### src/sv/fit_scale_rotate_pixel_mapper_top_defines.svh
// ---------------------------------------------------------------------------
// fit_scale_rotate_pixel_mapper_top_defines
// assertion macros for the pixel mapper rtl
// ---------------------------------------------------------------------------
`ifndef FIT_SCALE_ROTATE_PIXEL_MAPPER_TOP_DEFINES_SVH
`define FIT_SCALE_ROTATE_PIXEL_MAPPER_TOP_DEFINES_SVH

// same-cycle implication
`define FSRP_ASSERT_IMP(label, clk, rst, ante, cons, msg) \
   label: assert property (@(posedge clk) disable iff (rst) (ante) |-> (cons)) \
      else $error(msg);

// next-cycle implication
`define FSRP_ASSERT_NXT(label, clk, rst, ante, cons, msg) \
   label: assert property (@(posedge clk) disable iff (rst) (ante) |=> (cons)) \
      else $error(msg);

`endif

### src/sv/fsrp_pkg.sv
// ---------------------------------------------------------------------------
// fsrp_pkg
// shared widths, register codes and types of the pixel mapper
// ---------------------------------------------------------------------------
`default_nettype none
package fsrp_pkg;

   localparam int PANEL_WIDTH_DEF    = 800;
   localparam int PANEL_HEIGHT_DEF   = 480;
   localparam int MAX_SOURCE_DIM_DEF = 2048;

   localparam int PX_W       = 10;
   localparam int PY_W       = 9;
   localparam int SX_W       = 11;
   localparam int IDX_W      = 22;
   localparam int CSR_IDX_W  = 4;
   localparam int CSR_DATA_W = 12;
   localparam int MODE_W     = 2;

   // panel and fitted rectangle coordinates, up to 2048
   localparam int CRD_W  = 12;
   // source dimensions, up to 4096
   localparam int SRC_W  = 13;
   localparam int PROD_W = CRD_W + SRC_W;
   localparam int QUO_W  = SRC_W;

   localparam logic [CSR_IDX_W-1:0] REG_SOURCE_WIDTH  = 4'd0;
   localparam logic [CSR_IDX_W-1:0] REG_SOURCE_HEIGHT = 4'd1;
   localparam logic [CSR_IDX_W-1:0] REG_FIT_MODE      = 4'd2;
   localparam logic [CSR_IDX_W-1:0] REG_LANDSCAPE     = 4'd3;

   localparam logic [MODE_W-1:0] MODE_COVER    = 2'd0;
   localparam logic [MODE_W-1:0] MODE_CONTAIN  = 2'd1;
   localparam logic [MODE_W-1:0] MODE_ORIGINAL = 2'd2;

   typedef struct packed {
      logic [CRD_W-1:0] fit_left;
      logic [CRD_W-1:0] fit_top;
      logic [CRD_W-1:0] fit_width;
      logic [CRD_W-1:0] fit_height;
      logic [SRC_W-1:0] crop_left;
      logic [SRC_W-1:0] crop_top;
      logic [SRC_W-1:0] crop_width;
      logic [SRC_W-1:0] crop_height;
      logic [SRC_W-1:0] src_width;
      logic [SRC_W-1:0] src_height;
      logic             landscape;
   } fsrp_geom_type;

endpackage
`default_nettype wire

### src/sv/fit_scale_rotate_pixel_mapper_top.sv
// ---------------------------------------------------------------------------
// fit_scale_rotate_pixel_mapper_top
// nearest-neighbor panel to source pixel mapper with fit modes and rotation
// ---------------------------------------------------------------------------
// One panel pixel is taken per clock whenever busy is low, and its result
// appears on rsp_valid in order, one result per cycle; the receiver cannot
// stall, so results must be taken as they come. The pipeline is a chain of
// 13 division cells per axis, one quotient bit each, plus entry, multiply,
// offset and index stages. After reset and after every write to one of the
// four registers the block recomputes its fit and crop rectangles and holds
// busy high, using a shared bit-serial divider in cover and contain mode
// and skipping it in original mode; csr_ready is low during that time.
`default_nettype none
`include "fit_scale_rotate_pixel_mapper_top_defines.svh"
module fit_scale_rotate_pixel_mapper_top import fsrp_pkg::*; #(
   parameter int PANEL_WIDTH    = PANEL_WIDTH_DEF,
   parameter int PANEL_HEIGHT   = PANEL_HEIGHT_DEF,
   parameter int MAX_SOURCE_DIM = MAX_SOURCE_DIM_DEF
) (
   input  wire logic                  clock,
   input  wire logic                  reset,
   input  wire logic                  start,
   output logic                       busy,
   input  wire logic [PX_W-1:0]       req_panel_x,
   input  wire logic [PY_W-1:0]       req_panel_y,
   output logic                       rsp_valid,
   output logic                       rsp_inside_res,
   output logic [SX_W-1:0]            rsp_source_x,
   output logic [SX_W-1:0]            rsp_source_y,
   output logic [IDX_W-1:0]           rsp_source_index,
   input  wire logic                  csr_valid,
   output logic                       csr_ready,
   input  wire logic [CSR_IDX_W-1:0]  csr_index,
   input  wire logic [CSR_DATA_W-1:0] csr_wdata
);

   localparam int MUL_W = 2 * SRC_W + 1;

   fsrp_geom_type geom;

   fsrp_geom #(
      .PANEL_WIDTH    (PANEL_WIDTH),
      .PANEL_HEIGHT   (PANEL_HEIGHT),
      .MAX_SOURCE_DIM (MAX_SOURCE_DIM)
   ) u_geom (
      .clock     (clock),
      .reset     (reset),
      .csr_valid (csr_valid),
      .csr_ready (csr_ready),
      .csr_index (csr_index),
      .csr_wdata (csr_wdata),
      .busy      (busy),
      .geom_ff   (geom)
   );

   logic             accept;
   logic             off_panel, in_x, in_y, in_fit;
   logic [CRD_W-1:0] px, py, lx, ly;

   assign accept = start && !busy;

   always_comb begin
      px = CRD_W'(req_panel_x);
      py = CRD_W'(req_panel_y);
      off_panel = (px >= CRD_W'(PANEL_WIDTH)) || (py >= CRD_W'(PANEL_HEIGHT));
      // clockwise rotation of the logical frame onto the panel
      lx = geom.landscape ? py : px;
      ly = geom.landscape ? CRD_W'(PANEL_WIDTH - 1) - px : py;
      in_x = (lx >= geom.fit_left) &&
             ((CRD_W+1)'(lx) < (CRD_W+1)'(geom.fit_left) + (CRD_W+1)'(geom.fit_width));
      in_y = (ly >= geom.fit_top) &&
             ((CRD_W+1)'(ly) < (CRD_W+1)'(geom.fit_top) + (CRD_W+1)'(geom.fit_height));
      in_fit = !off_panel && (geom.fit_width != '0) && (geom.fit_height != '0) &&
               in_x && in_y;
   end

   // entry and multiply stages
   logic              v0_ff, in0_ff, v1_ff, in1_ff;
   logic [CRD_W-1:0]  dx0_ff, dy0_ff;
   logic [PROD_W-1:0] numx_ff, numy_ff;

   always_ff @(posedge clock) begin
      if (reset) begin
         v0_ff <= 1'b0;
         v1_ff <= 1'b0;
      end else begin
         v0_ff <= accept;
         v1_ff <= v0_ff;
      end
      in0_ff  <= in_fit;
      dx0_ff  <= lx - geom.fit_left;
      dy0_ff  <= ly - geom.fit_top;
      in1_ff  <= in0_ff;
      numx_ff <= PROD_W'(dx0_ff) * PROD_W'(geom.crop_width);
      numy_ff <= PROD_W'(dy0_ff) * PROD_W'(geom.crop_height);
   end

   // division cell chains, most significant quotient bit first
   logic [PROD_W-1:0] rem_x [0:QUO_W];
   logic [PROD_W-1:0] rem_y [0:QUO_W];
   logic [QUO_W-1:0]  quo_x [0:QUO_W];
   logic [QUO_W-1:0]  quo_y [0:QUO_W];
   logic              vpipe_ff  [0:QUO_W-1];
   logic              inpipe_ff [0:QUO_W-1];

   assign rem_x[0] = numx_ff;
   assign rem_y[0] = numy_ff;
   assign quo_x[0] = '0;
   assign quo_y[0] = '0;

   for (genvar k = 0; k < QUO_W; k++) begin : g_cell
      fsrp_div_cell #(.BIT(QUO_W - 1 - k)) u_cell_x (
         .clock      (clock),
         .in_rem     (rem_x[k]),
         .in_quo     (quo_x[k]),
         .divisor    (geom.fit_width),
         .out_rem_ff (rem_x[k+1]),
         .out_quo_ff (quo_x[k+1])
      );
      fsrp_div_cell #(.BIT(QUO_W - 1 - k)) u_cell_y (
         .clock      (clock),
         .in_rem     (rem_y[k]),
         .in_quo     (quo_y[k]),
         .divisor    (geom.fit_height),
         .out_rem_ff (rem_y[k+1]),
         .out_quo_ff (quo_y[k+1])
      );
   end

   always_ff @(posedge clock) begin
      if (reset) begin
         for (int i = 0; i < QUO_W; i++) vpipe_ff[i] <= 1'b0;
      end else begin
         vpipe_ff[0] <= v1_ff;
         for (int i = 1; i < QUO_W; i++) vpipe_ff[i] <= vpipe_ff[i-1];
      end
      inpipe_ff[0] <= in1_ff;
      for (int i = 1; i < QUO_W; i++) inpipe_ff[i] <= inpipe_ff[i-1];
   end

   // offset and index stages
   logic             v2_ff, in2_ff;
   logic [SRC_W-1:0] sx_ff, sy_ff;
   logic [MUL_W-1:0] idx_full;

   assign idx_full = MUL_W'(sy_ff) * MUL_W'(geom.src_width) + MUL_W'(sx_ff);

   always_ff @(posedge clock) begin
      if (reset) begin
         v2_ff     <= 1'b0;
         rsp_valid <= 1'b0;
      end else begin
         v2_ff     <= vpipe_ff[QUO_W-1];
         rsp_valid <= v2_ff;
      end
      in2_ff           <= inpipe_ff[QUO_W-1];
      sx_ff            <= geom.crop_left + quo_x[QUO_W];
      sy_ff            <= geom.crop_top + quo_y[QUO_W];
      rsp_inside_res   <= in2_ff;
      rsp_source_x     <= in2_ff ? sx_ff[SX_W-1:0] : '0;
      rsp_source_y     <= in2_ff ? sy_ff[SX_W-1:0] : '0;
      rsp_source_index <= in2_ff ? idx_full[IDX_W-1:0] : '0;
   end

   `FSRP_ASSERT_IMP(a_outside_zero, clock, reset, rsp_valid && !rsp_inside_res, (rsp_source_x == '0) && (rsp_source_y == '0) && (rsp_source_index == '0), "outside transaction with nonzero source fields")
   `FSRP_ASSERT_IMP(a_inside_bounds, clock, reset, rsp_valid && rsp_inside_res, (SRC_W'(rsp_source_x) < geom.src_width) && (SRC_W'(rsp_source_y) < geom.src_height), "sampled pixel lies outside the source image")
   `FSRP_ASSERT_NXT(a_csr_recompute, clock, reset, csr_valid && csr_ready && (csr_index == REG_SOURCE_WIDTH || csr_index == REG_SOURCE_HEIGHT || csr_index == REG_FIT_MODE || csr_index == REG_LANDSCAPE), busy, "register write did not start a rectangle update")

endmodule
`default_nettype wire

### src/sv/fsrp_div_cell.sv
// ---------------------------------------------------------------------------
// fsrp_div_cell
// one restoring division step, settles one quotient bit per cycle
// ---------------------------------------------------------------------------
`default_nettype none
module fsrp_div_cell import fsrp_pkg::*; #(
   parameter int BIT = 0
) (
   input  wire logic              clock,
   input  wire logic [PROD_W-1:0] in_rem,
   input  wire logic [QUO_W-1:0]  in_quo,
   input  wire logic [CRD_W-1:0]  divisor,
   output logic      [PROD_W-1:0] out_rem_ff,
   output logic      [QUO_W-1:0]  out_quo_ff
);

   logic [PROD_W-1:0] shifted;
   logic              take;
   logic [PROD_W-1:0] rem_in;
   logic [QUO_W-1:0]  quo_in;

   always_comb begin
      shifted = PROD_W'(divisor) << BIT;
      take    = in_rem >= shifted;
      rem_in  = take ? in_rem - shifted : in_rem;
      quo_in  = in_quo;
      quo_in[BIT] = take;
   end

   always_ff @(posedge clock) begin
      out_rem_ff <= rem_in;
      out_quo_ff <= quo_in;
   end

endmodule
`default_nettype wire

### src/sv/fsrp_geom.sv
// ---------------------------------------------------------------------------
// fsrp_geom
// configuration registers and sequential fit and crop rectangle solver
// ---------------------------------------------------------------------------
`default_nettype none
module fsrp_geom import fsrp_pkg::*; #(
   parameter int PANEL_WIDTH    = PANEL_WIDTH_DEF,
   parameter int PANEL_HEIGHT   = PANEL_HEIGHT_DEF,
   parameter int MAX_SOURCE_DIM = MAX_SOURCE_DIM_DEF
) (
   input  wire logic                  clock,
   input  wire logic                  reset,
   input  wire logic                  csr_valid,
   output logic                       csr_ready,
   input  wire logic [CSR_IDX_W-1:0]  csr_index,
   input  wire logic [CSR_DATA_W-1:0] csr_wdata,
   output logic                       busy,
   output fsrp_geom_type              geom_ff
);

   localparam int CNT_W = $clog2(PROD_W);

   typedef enum logic [2:0] {
      ST_IDLE, ST_MUL1, ST_MUL2, ST_SETUP, ST_DIV, ST_DONE
   } state_type;

   state_type             state_ff;
   logic [CSR_DATA_W-1:0] src_w_ff, src_h_ff;
   logic [MODE_W-1:0]     mode_ff;
   logic                  landscape_ff;
   logic [PROD_W-1:0]     p1_ff, p2_ff, num_ff;
   logic [SRC_W-1:0]      rem_ff, den_ff;
   logic [CNT_W-1:0]      cnt_ff;

   logic [SRC_W-1:0]  w_c, h_c, rw_s, rh_s;
   logic [CRD_W-1:0]  rw, rh;
   logic [SRC_W:0]    trial, trial_sub;
   logic              sub_ok;
   logic [SRC_W-1:0]  quo;
   logic [CRD_W-1:0]  fw, fh;
   logic [SRC_W-1:0]  cw, ch;
   fsrp_geom_type     geom_in;

   always_comb begin
      if (src_w_ff == '0) w_c = SRC_W'(1);
      else if (SRC_W'(src_w_ff) > SRC_W'(MAX_SOURCE_DIM)) w_c = SRC_W'(MAX_SOURCE_DIM);
      else w_c = SRC_W'(src_w_ff);
      if (src_h_ff == '0) h_c = SRC_W'(1);
      else if (SRC_W'(src_h_ff) > SRC_W'(MAX_SOURCE_DIM)) h_c = SRC_W'(MAX_SOURCE_DIM);
      else h_c = SRC_W'(src_h_ff);
      // logical frame swaps axes in landscape
      rw   = landscape_ff ? CRD_W'(PANEL_HEIGHT) : CRD_W'(PANEL_WIDTH);
      rh   = landscape_ff ? CRD_W'(PANEL_WIDTH)  : CRD_W'(PANEL_HEIGHT);
      rw_s = SRC_W'(rw);
      rh_s = SRC_W'(rh);
      trial     = {rem_ff, num_ff[PROD_W-1]};
      sub_ok    = trial >= {1'b0, den_ff};
      trial_sub = trial - {1'b0, den_ff};
      quo       = num_ff[SRC_W-1:0];
   end

   always_comb begin
      fw = rw;
      fh = rh;
      cw = w_c;
      ch = h_c;
      case (mode_ff)
         MODE_CONTAIN: begin
            if (p1_ff <= p2_ff) fh = quo[CRD_W-1:0];
            else fw = quo[CRD_W-1:0];
         end
         MODE_COVER: begin
            if (p1_ff >= p2_ff) ch = quo;
            else cw = quo;
         end
         default: begin
            cw = (w_c < rw_s) ? w_c : rw_s;
            ch = (h_c < rh_s) ? h_c : rh_s;
            fw = CRD_W'(cw);
            fh = CRD_W'(ch);
         end
      endcase
      geom_in.fit_width   = fw;
      geom_in.fit_height  = fh;
      geom_in.fit_left    = (rw - fw) >> 1;
      geom_in.fit_top     = (rh - fh) >> 1;
      geom_in.crop_width  = cw;
      geom_in.crop_height = ch;
      geom_in.crop_left   = (w_c - cw) >> 1;
      geom_in.crop_top    = (h_c - ch) >> 1;
      geom_in.src_width   = w_c;
      geom_in.src_height  = h_c;
      geom_in.landscape   = landscape_ff;
   end

   assign csr_ready = (state_ff == ST_IDLE);
   assign busy      = (state_ff != ST_IDLE);

   always_ff @(posedge clock) begin
      if (reset) begin
         state_ff     <= ST_MUL1;
         src_w_ff     <= CSR_DATA_W'(1);
         src_h_ff     <= CSR_DATA_W'(1);
         mode_ff      <= MODE_COVER;
         landscape_ff <= 1'b0;
         cnt_ff       <= '0;
      end else begin
         case (state_ff)
            ST_IDLE: begin
               if (csr_valid) begin
                  state_ff <= ST_MUL1;
                  case (csr_index)
                     REG_SOURCE_WIDTH:  src_w_ff     <= csr_wdata;
                     REG_SOURCE_HEIGHT: src_h_ff     <= csr_wdata;
                     REG_FIT_MODE:      mode_ff      <= csr_wdata[MODE_W-1:0];
                     REG_LANDSCAPE:     landscape_ff <= csr_wdata[0];
                     default:           state_ff     <= ST_IDLE;
                  endcase
               end
            end
            ST_MUL1: begin
               p1_ff    <= PROD_W'(rw) * PROD_W'(h_c);
               state_ff <= ST_MUL2;
            end
            ST_MUL2: begin
               p2_ff    <= PROD_W'(rh) * PROD_W'(w_c);
               state_ff <= ST_SETUP;
            end
            ST_SETUP: begin
               rem_ff   <= '0;
               cnt_ff   <= CNT_W'(PROD_W - 1);
               state_ff <= ST_DIV;
               case (mode_ff)
                  MODE_CONTAIN: begin
                     num_ff <= (p1_ff <= p2_ff) ? p1_ff : p2_ff;
                     den_ff <= (p1_ff <= p2_ff) ? w_c : h_c;
                  end
                  MODE_COVER: begin
                     num_ff <= (p1_ff >= p2_ff) ? p2_ff : p1_ff;
                     den_ff <= (p1_ff >= p2_ff) ? rw_s : rh_s;
                  end
                  default: state_ff <= ST_DONE;
               endcase
            end
            ST_DIV: begin
               rem_ff <= sub_ok ? trial_sub[SRC_W-1:0] : trial[SRC_W-1:0];
               num_ff <= {num_ff[PROD_W-2:0], sub_ok};
               cnt_ff <= cnt_ff - CNT_W'(1);
               if (cnt_ff == '0) state_ff <= ST_DONE;
            end
            ST_DONE: begin
               geom_ff  <= geom_in;
               state_ff <= ST_IDLE;
            end
            default: state_ff <= ST_IDLE;
         endcase
      end
   end

endmodule
`default_nettype wire

### config.mk
export PLATFORM = sky130hd
export DESIGN_NAME = fit_scale_rotate_pixel_mapper_top
export DESIGN_NICKNAME = d
export VERILOG_FILES = /design/src/sv/fsrp_pkg.sv /design/src/sv/fit_scale_rotate_pixel_mapper_top.sv /design/src/sv/fsrp_div_cell.sv /design/src/sv/fsrp_geom.sv
export VERILOG_INCLUDE_DIRS = /design/src /design/src/sv
export SDC_FILE = /design/constraint.sdc
export NUM_CORES = 2
export LEC_CHECK = 0
export ABC_CLOCK_PERIOD_IN_PS = 14700
export BUFFER_PORTS_ARGS = -buffer_cell sky130_fd_sc_hd__buf_2
export CORE_AREA = 10 10 558 560
export CTS_CLUSTER_SIZE = 8
export DETAILED_ROUTE_END_ITERATION = 10
export DIE_AREA = 0 0 568 570
export MAX_ROUTING_LAYER = met4
export PLACE_DENSITY_LB_ADDON = 0.25
export SLEW_MARGIN = 20
export SYNTH_ARGS = -nofsm -noshare
export SYNTH_HDL_FRONTEND = slang
export SYNTH_SLANG_ARGS = --single-unit
### constraint.sdc
create_clock -name clock -period 14.7 [get_ports clock]
set_clock_uncertainty 0.15 [all_clocks]
set_input_delay 0.735 -clock clock [delete_from_list [all_inputs] [get_ports clock]]
set_output_delay 0.735 -clock clock [all_outputs]
set_load 0.02 [all_outputs]
* After elaboration in Yosys (flattened, before gate mapping)
Memories as Yosys holds them, arrays and structs flattened. A register that Yosys moved wholly into a read port is not among the register bits. Index checks and enable logic that the tools add are counted.
Word-level totals: register bits 1178, bits of input ports 39, ROM bits 0, logic and storage cells 303, memories 2, memory bits (writable) 26, bits in latches 0
Memory list:
- inpipe_ff | depth 13, width 1, read ports 13, clocked after Yosys merged registers in 1, wr ports 13, RTL line fit_scale_rotate_pixel_mapper_top.sv:104 | logic inpipe_ff [0:QUO_W-1];
- vpipe_ff | depth 13, width 1, read ports 13, clocked after Yosys merged registers in 1, wr ports 13, RTL line fit_scale_rotate_pixel_mapper_top.sv:103 | logic vpipe_ff [0:QUO_W-1];
Operators by class: add/sub/neg operators 38, multiply operators 5, muxes and demuxes 73, div/mod/pow operators 0, equality and inequality tests 12, bitwise gates (word level) 14, shift-type cells 0, reductions and logical operators 34, order comparisons 39
Operators with widths (count):
- 25-bit two-way mux | 26
- 12-bit two-way mux | 10
- 13-bit one-hot mux with 2 select lines | 4
- 12-bit by 13-bit multiplier with 25-bit output | 4
- 25-bit one-hot mux with 2 select lines | 2
- 13-bit two-way mux | 4
- 25-bit by 12-bit greater-or-equal comparator with 1-bit output | 2
- 25-bit by 13-bit greater-or-equal comparator with 1-bit output | 2
- 25-bit by 14-bit greater-or-equal comparator with 1-bit output | 2
- 25-bit by 15-bit greater-or-equal comparator with 1-bit output | 2
- 25-bit by 16-bit greater-or-equal comparator with 1-bit output | 2
- 25-bit by 17-bit greater-or-equal comparator with 1-bit output | 2
- 25-bit by 18-bit greater-or-equal comparator with 1-bit output | 2
- 25-bit by 19-bit greater-or-equal comparator with 1-bit output | 2
- 25-bit by 20-bit greater-or-equal comparator with 1-bit output | 2
- 25-bit by 21-bit greater-or-equal comparator with 1-bit output | 2
- 25-bit by 22-bit greater-or-equal comparator with 1-bit output | 2
- 25-bit by 23-bit greater-or-equal comparator with 1-bit output | 2
- 25-bit by 24-bit greater-or-equal comparator with 1-bit output | 2
- 25-bit by 13-bit subtractor with 25-bit output | 2
- 25-bit by 14-bit subtractor with 25-bit output | 2
- 25-bit by 15-bit subtractor with 25-bit output | 2
- 25-bit by 16-bit subtractor with 25-bit output | 2
- 25-bit by 17-bit subtractor with 25-bit output | 2
- other kinds (61) | 129

* Depth between registers and ports, before layout
word-level depth 7, gate-level depth with buffers 24

* By module
Synthesis repeated with hierarchy kept, for this count alone.
Second synthesis, totals: cells, all modules 8883, area, all modules 86041.3 µm²
By module, submodules not included:
- fit_scale_rotate_pixel_mapper_top | cells an instance 2591, area each 23184.7 µm², times used 1
- fsrp_geom | cells an instance 1633, area each 16679.7 µm², times used 1
- fsrp_div_cell (g_cell[11].u_cell_x ...) | cells an instance 193, area each 1853.0 µm², times used 2
- fsrp_div_cell (g_cell[10].u_cell_x ...) | cells an instance 203, area each 1828.0 µm², times used 2
- fsrp_div_cell (g_cell[9].u_cell_x ...) | cells an instance 191, area each 1824.2 µm², times used 2
- fsrp_div_cell (g_cell[4].u_cell_x ...) | cells an instance 174, area each 1806.7 µm², times used 2
- fsrp_div_cell (g_cell[8].u_cell_x ...) | cells an instance 187, area each 1804.2 µm², times used 2
- fsrp_div_cell (g_cell[0].u_cell_x ...) | cells an instance 179, area each 1803.0 µm², times used 2
- fsrp_div_cell (g_cell[7].u_cell_x ...) | cells an instance 172, area each 1795.5 µm², times used 2
- fsrp_div_cell (g_cell[6].u_cell_x ...) | cells an instance 171, area each 1776.7 µm², times used 2
- fsrp_div_cell (g_cell[12].u_cell_x ...) | cells an instance 189, area each 1765.4 µm², times used 2
- fsrp_div_cell (g_cell[5].u_cell_x ...) | cells an instance 168, area each 1759.2 µm², times used 2
- fsrp_div_cell (g_cell[3].u_cell_x ...) | cells an instance 169, area each 1687.9 µm², times used 2
- fsrp_div_cell (g_cell[2].u_cell_x ...) | cells an instance 173, area each 1674.1 µm², times used 2
- 2 more rows

* Least setup slack after synthesis
No wires, ideal clock.
path type input -> register, start point input reset, end point register u_geom.geom_ff[0] (netlist bit) (enable), setup time 733 ps, arrival time 8898 ps, slack 4919 ps, stages on the path 2, path buffers 1, cells stage by stage clkbuf_1 nor3b_1
On the way: cells in the longest elaborated chain, start to end 2
RTL lines:
- start, declared | RTL line fit_scale_rotate_pixel_mapper_top.sv:21 | input wire logic reset,
- 1-bit NOT (no source line)
- 2-bit AND reduction (no source line)
- end signal, assigned | RTL line fsrp_geom.sv:152 | geom_ff <= geom_in;
- end, declared | RTL line fsrp_geom.sv:18 | output fsrp_geom_type geom_ff
No other way between the ends. A chain may end at the register's enable or synchronous reset.

* Final worst setup path
start point register u_geom.geom_ff[15] (netlist bit), end point register rsp_source_index[21]
On the way: cells in the longest elaborated chain, start to end 2
RTL lines:
- 13-bit by 13-bit multiplier with 22-bit output | RTL line fit_scale_rotate_pixel_mapper_top.sv:146 | assign idx_full = MUL_W'(sy_ff) * MUL_W'(geom.src_width) + MUL_W'(sx_ff);
- 22-bit by 13-bit adder with 22-bit output | RTL line fit_scale_rotate_pixel_mapper_top.sv:146
- end signal, assigned | RTL line fit_scale_rotate_pixel_mapper_top.sv:162 | rsp_source_index <= in2_ff ? idx_full[IDX_W-1:0] : '0;
- end, declared | RTL line fit_scale_rotate_pixel_mapper_top.sv:30 | output logic [IDX_W-1:0] rsp_source_index,
No other way between the ends.

==> qor.csv <==
stage;metric;value;unit
status;outcome;completed;
final_layout;syn2layout_area_growth;13.5;%
clocking;cts_root_buf;clkbuf_16;
synthesis;yosysSeqAreaShare;0.346;
placement;dp_cells;11800;
worst_hold_path;hold_class;input pin to flip-flop;
synthesis;synth.most_common_cell;dfxtp_1;
clocking;cts_max_path_buffers;4;
sta;final_hold_viol_count;0;
synthesis;synth_area;74800;um^2
synthesis;yosys-top-cells-area;dfxtp_1, ha_1, fa_1, edfxtp_1, inv_1;
setup_path;slowest_delay;560;ps
routing;dr.pass1.iters;6;
floorplan;coreArea;300000;um^2
power;pwr-share-clk;0.166;
setup_path;crit_path_max_fanout;13;
synthesis;async_reset_ff_frac;0;
synthesis;ys_types;100;
power;switching_share;0.430;
sta;relSlewSlack;0.263;
synthesis;synth_top_cell_area_share;0.266;
routing;wl_met3;8230;um
clocking;h-tree-depth;4;
grt;grt_max_degree;76;
synthesis;ys_ff_latch;1192;
routing;wirelength;206000;um
synthesis;yosysWarnings;0;
grt;grt_pass1_vias;55000;
synthesis;synth_common_cells;dfxtp_1, inv_1, ha_1;
grt;antenna_found_initial;36;
floorplan;die-area;324000;um^2
floorplan;rows;201;
clocking;cts_tree;built;
sta;rsz0062_at_grt;false;
placement;portBuffers;86;
setup_path;r2r_end;rsp_source_index[21];
run;drv_cap;0;
sta;tns;0;ps
synthesis;syn_avg_cell_area;9.50;um^2
sta;timing.final.crit_share;0.446;
synthesis;synth-edff-count;197;
sta;max_freq;153;MHz
floorplan;die_y;570;um
setup_path;criticalPathCategory;flip-flop to flip-flop;
placement;globalplace.congestion;0.849;
grt;grt-ovfl-total;0;
power;p_comb_frac;0.599;
grt;grt_first_pass_wirelength;321000;um
floorplan;initial_core_util;0.250;
power;p_leak;0.0383;uW
clocking;post_cts_resized;0;
routing;drt_iter0_drc;3048;
final_layout;fin_nets;9269;
routing;wl_met2;97500;um
routing;vias;54000;
setup_path;rrSetupSlack;8150;ps
power;p_int;12800;uW
clocking;cts_made_buffers;179;
routing;detail-route-antenna-nets;0;
final_layout;drive_gt1_frac;0.0549;
setup_path;rr_startpoint;u_geom.geom_ff[15];
worst_hold_path;worstHoldStart;csr_index[1];
setup_path;cp.arrival;7120;ps
sta;fin_crit;6550;ps
power;power.switching;9640;uW
sta;slew_viol_final;0;
setup_path;end_kind;flip-flop;
setup_path;path_common_cell;fa_1;
setup_path;worstPathRequired;15270;ps
power;ir_drop;0.000736;V
placement;dp_hpwl;162000;um
synthesis;synth_ff_type;dfxtp_1;
floorplan;ios;87;
grt;grtUsageTotal;0.128;
worst_hold_path;holdPathStages;3;
setup_path;path_cells;and2_1, fa_1, inv_1, fa_1, inv_1, fa_1, fa_1, fa_1, inv_1, fa_1, inv_1, ha_1, a21o_1, a21o_1, a22o_1, a211oi_2, o31ai_1, a2111oi_0, nor3_1, xnor2_1, and2_1;
synthesis;syn_nets;9144;
clocking;cts.reportedPaths.clkPinSlew;60;ps
clocking;cts.sinks;1192;
routing;wl_per_cell;17.2;um
power;powerDensity;265;nW/um^2
sta;worst_slew_pin_slew;1100;ps
sta;setup_violations;0;
setup_path;reg2regPathDepth;21;
synthesis;syn_inst;7871;
final_layout;stdcell_count;12000;
routing;wl_met1;93700;um
routing;vias_per_cell;4.48;
setup_path;startpoint_type;flip-flop;
worst_hold_path;hold_path_end;u_geom.mode_ff[1];
power;seq_power_share;0.235;
setup_path;slowest_stage;edfxtp_1;
clocking;clk_latency;840;ps
routing;drc;0;
routing;routed.top_layer;met4;
floorplan;die_w;568;um
synthesis;synth_top_cell_by_area;dfxtp_1;
routing by layer:
layer  vias to the layer above  global-route usage
met4                         0              0.0403
met5                         -                   -
met2                      1023               0.213
met1                     25700               0.160
met3                       334              0.0179
li1                      26900                   -
kinds of logic (layout without fill, tap and decap cells):
kind of cell | Yosys count | count (layout) | share of synthesized area
AO/OA/AOI/OAI | 1357 | 1357 | 0.115
XOR/XNOR | 493 | 493 | 0.0578
adder cells (fa/ha/maj) | 1234 | 1234 | 0.250
buffers and inverters | 1102 | 1285 | 0.0557
flip-flops | 1192 | 1192 | 0.346
multiplexers | 150 | 150 | 0.0210
other | 0 | 20 | 0
AND/OR/NAND/NOR | 2343 | 2343 | 0.156
through the flow:
step	utilization	area (um^2)	hold WS, ps	setup WS (ps)	power (uW)
floorplan	-	74800	160	4920	15400
CTS	0.283	84800	3.03	8090	22800
detailed placement	0.266	79800	162	8120	18900
global route	0.283	84900	45.2	7730	24800
global placement	0.266	79800	161	8150	18800
finish	0.283	84900	81.4	8150	22400
worst max-delay path by stage:
stage	start	end	slack (ps)	cells after the start
6_report	u_geom.geom_ff[15]	rsp_source_index[21]	8150	21
5_1_grt	u_geom.geom_ff[15]	rsp_source_index[21]	7730	21
4_1_cts	u_geom.geom_ff[15]	rsp_source_index[21]	8090	22
3_5_place_dp	u_geom.geom_ff[15]	rsp_source_index[21]	8120	22
3_3_place_gp	u_geom.geom_ff[15]	rsp_source_index[21]	8150	22
2_1_floorplan	reset	u_geom.geom_ff[0]	4920	2
critical path, delay by kind of cell (launching register included):
family	cells	cell delay, ps
fa+ha+maj	7	3260
compound gates	6	1590
flops	1	560
simple gates	3	560
buf+inv	4	190
xor+xnor	1	140
registers in the layout, indices dropped and copies added, names as in the netlist, 12 cells and up:
signal,cells
g_cell.u_cell_x.out_rem_ff,300
g_cell.u_cell_y.out_rem_ff,300
u_geom.geom_ff,109
g_cell.u_cell_x.out_quo_ff,91
g_cell.u_cell_y.out_quo_ff,91
numx_ff,25
numy_ff,25
u_geom.num_ff,25
rsp_source_index,22
u_geom.p1_ff,19
u_geom.p2_ff,19
inpipe_ff,13
sx_ff,13
sy_ff,13
u_geom.rem_ff,13
vpipe_ff,13
dx0_ff,12
dy0_ff,12
u_geom.den_ff,12
u_geom.src_h_ff,12
u_geom.src_w_ff,12
area by class of cell:
cell class / instances / area [um^2]
diodes: 20 / 50.0
fillers: 31400 / 215000
inverters: 901 / 3380
well taps: 3958 / 4950
clock inverters: 12 / 190
clock buffers: 227 / 4740
flip-flops and latches: 1192 / 25800
multi-input cells: 5577 / 44800
repair buffers: 145 / 886
what timing repair did:
item,in CTS,in global routing
hold endpoints to repair,8,0
setup buffers,0,0
hold buffers,5,0
cell usage in the layout (no fill, tap or decap), drive strengths merged, types with 24 or more instances in the layout:
cell    netlist  final
a211oi       42     42
a21boi       53     53
a21o        119    119
a21oi       422    422
a31oi        40     40
and2        280    280
and3         41     41
buf          34    140
clkbuf      167    227
dfxtp       995    995
edfxtp      197    197
fa          431    431
ha          803    803
inv         900    902
mux2         57     57
mux2i        93     93
nand2       660    660
nand2b      108    108
nand3       106    106
nand3b       26     26
nand4        57     57
nor2        537    537
nor2b       128    128
nor3        159    159
nor4         72     72
o211ai       28     28
o21a         61     61
o21ai       343    343
o21bai       27     27
o31ai        36     36
or2          24     24
or3          50     50
or4          30     30
xnor2       318    318
xor2        175    175
power groups by stage:
| stage | Combinational (uW) | Sequential (uW) | Clock (uW) |
|---|---|---|---|
| after CTS | 13700 | 5290 | 3860 |
| final | 13500 | 5270 | 3720 |
| after global routing | 15400 | 5400 | 3990 |
| after global placement | 13400 | 5330 | 0 |
| after floorplan | 10500 | 4950 | 0 |
| after detailed placement | 13500 | 5340 | 0 |
No activity file was read; power rests on OpenSTA's default activity.
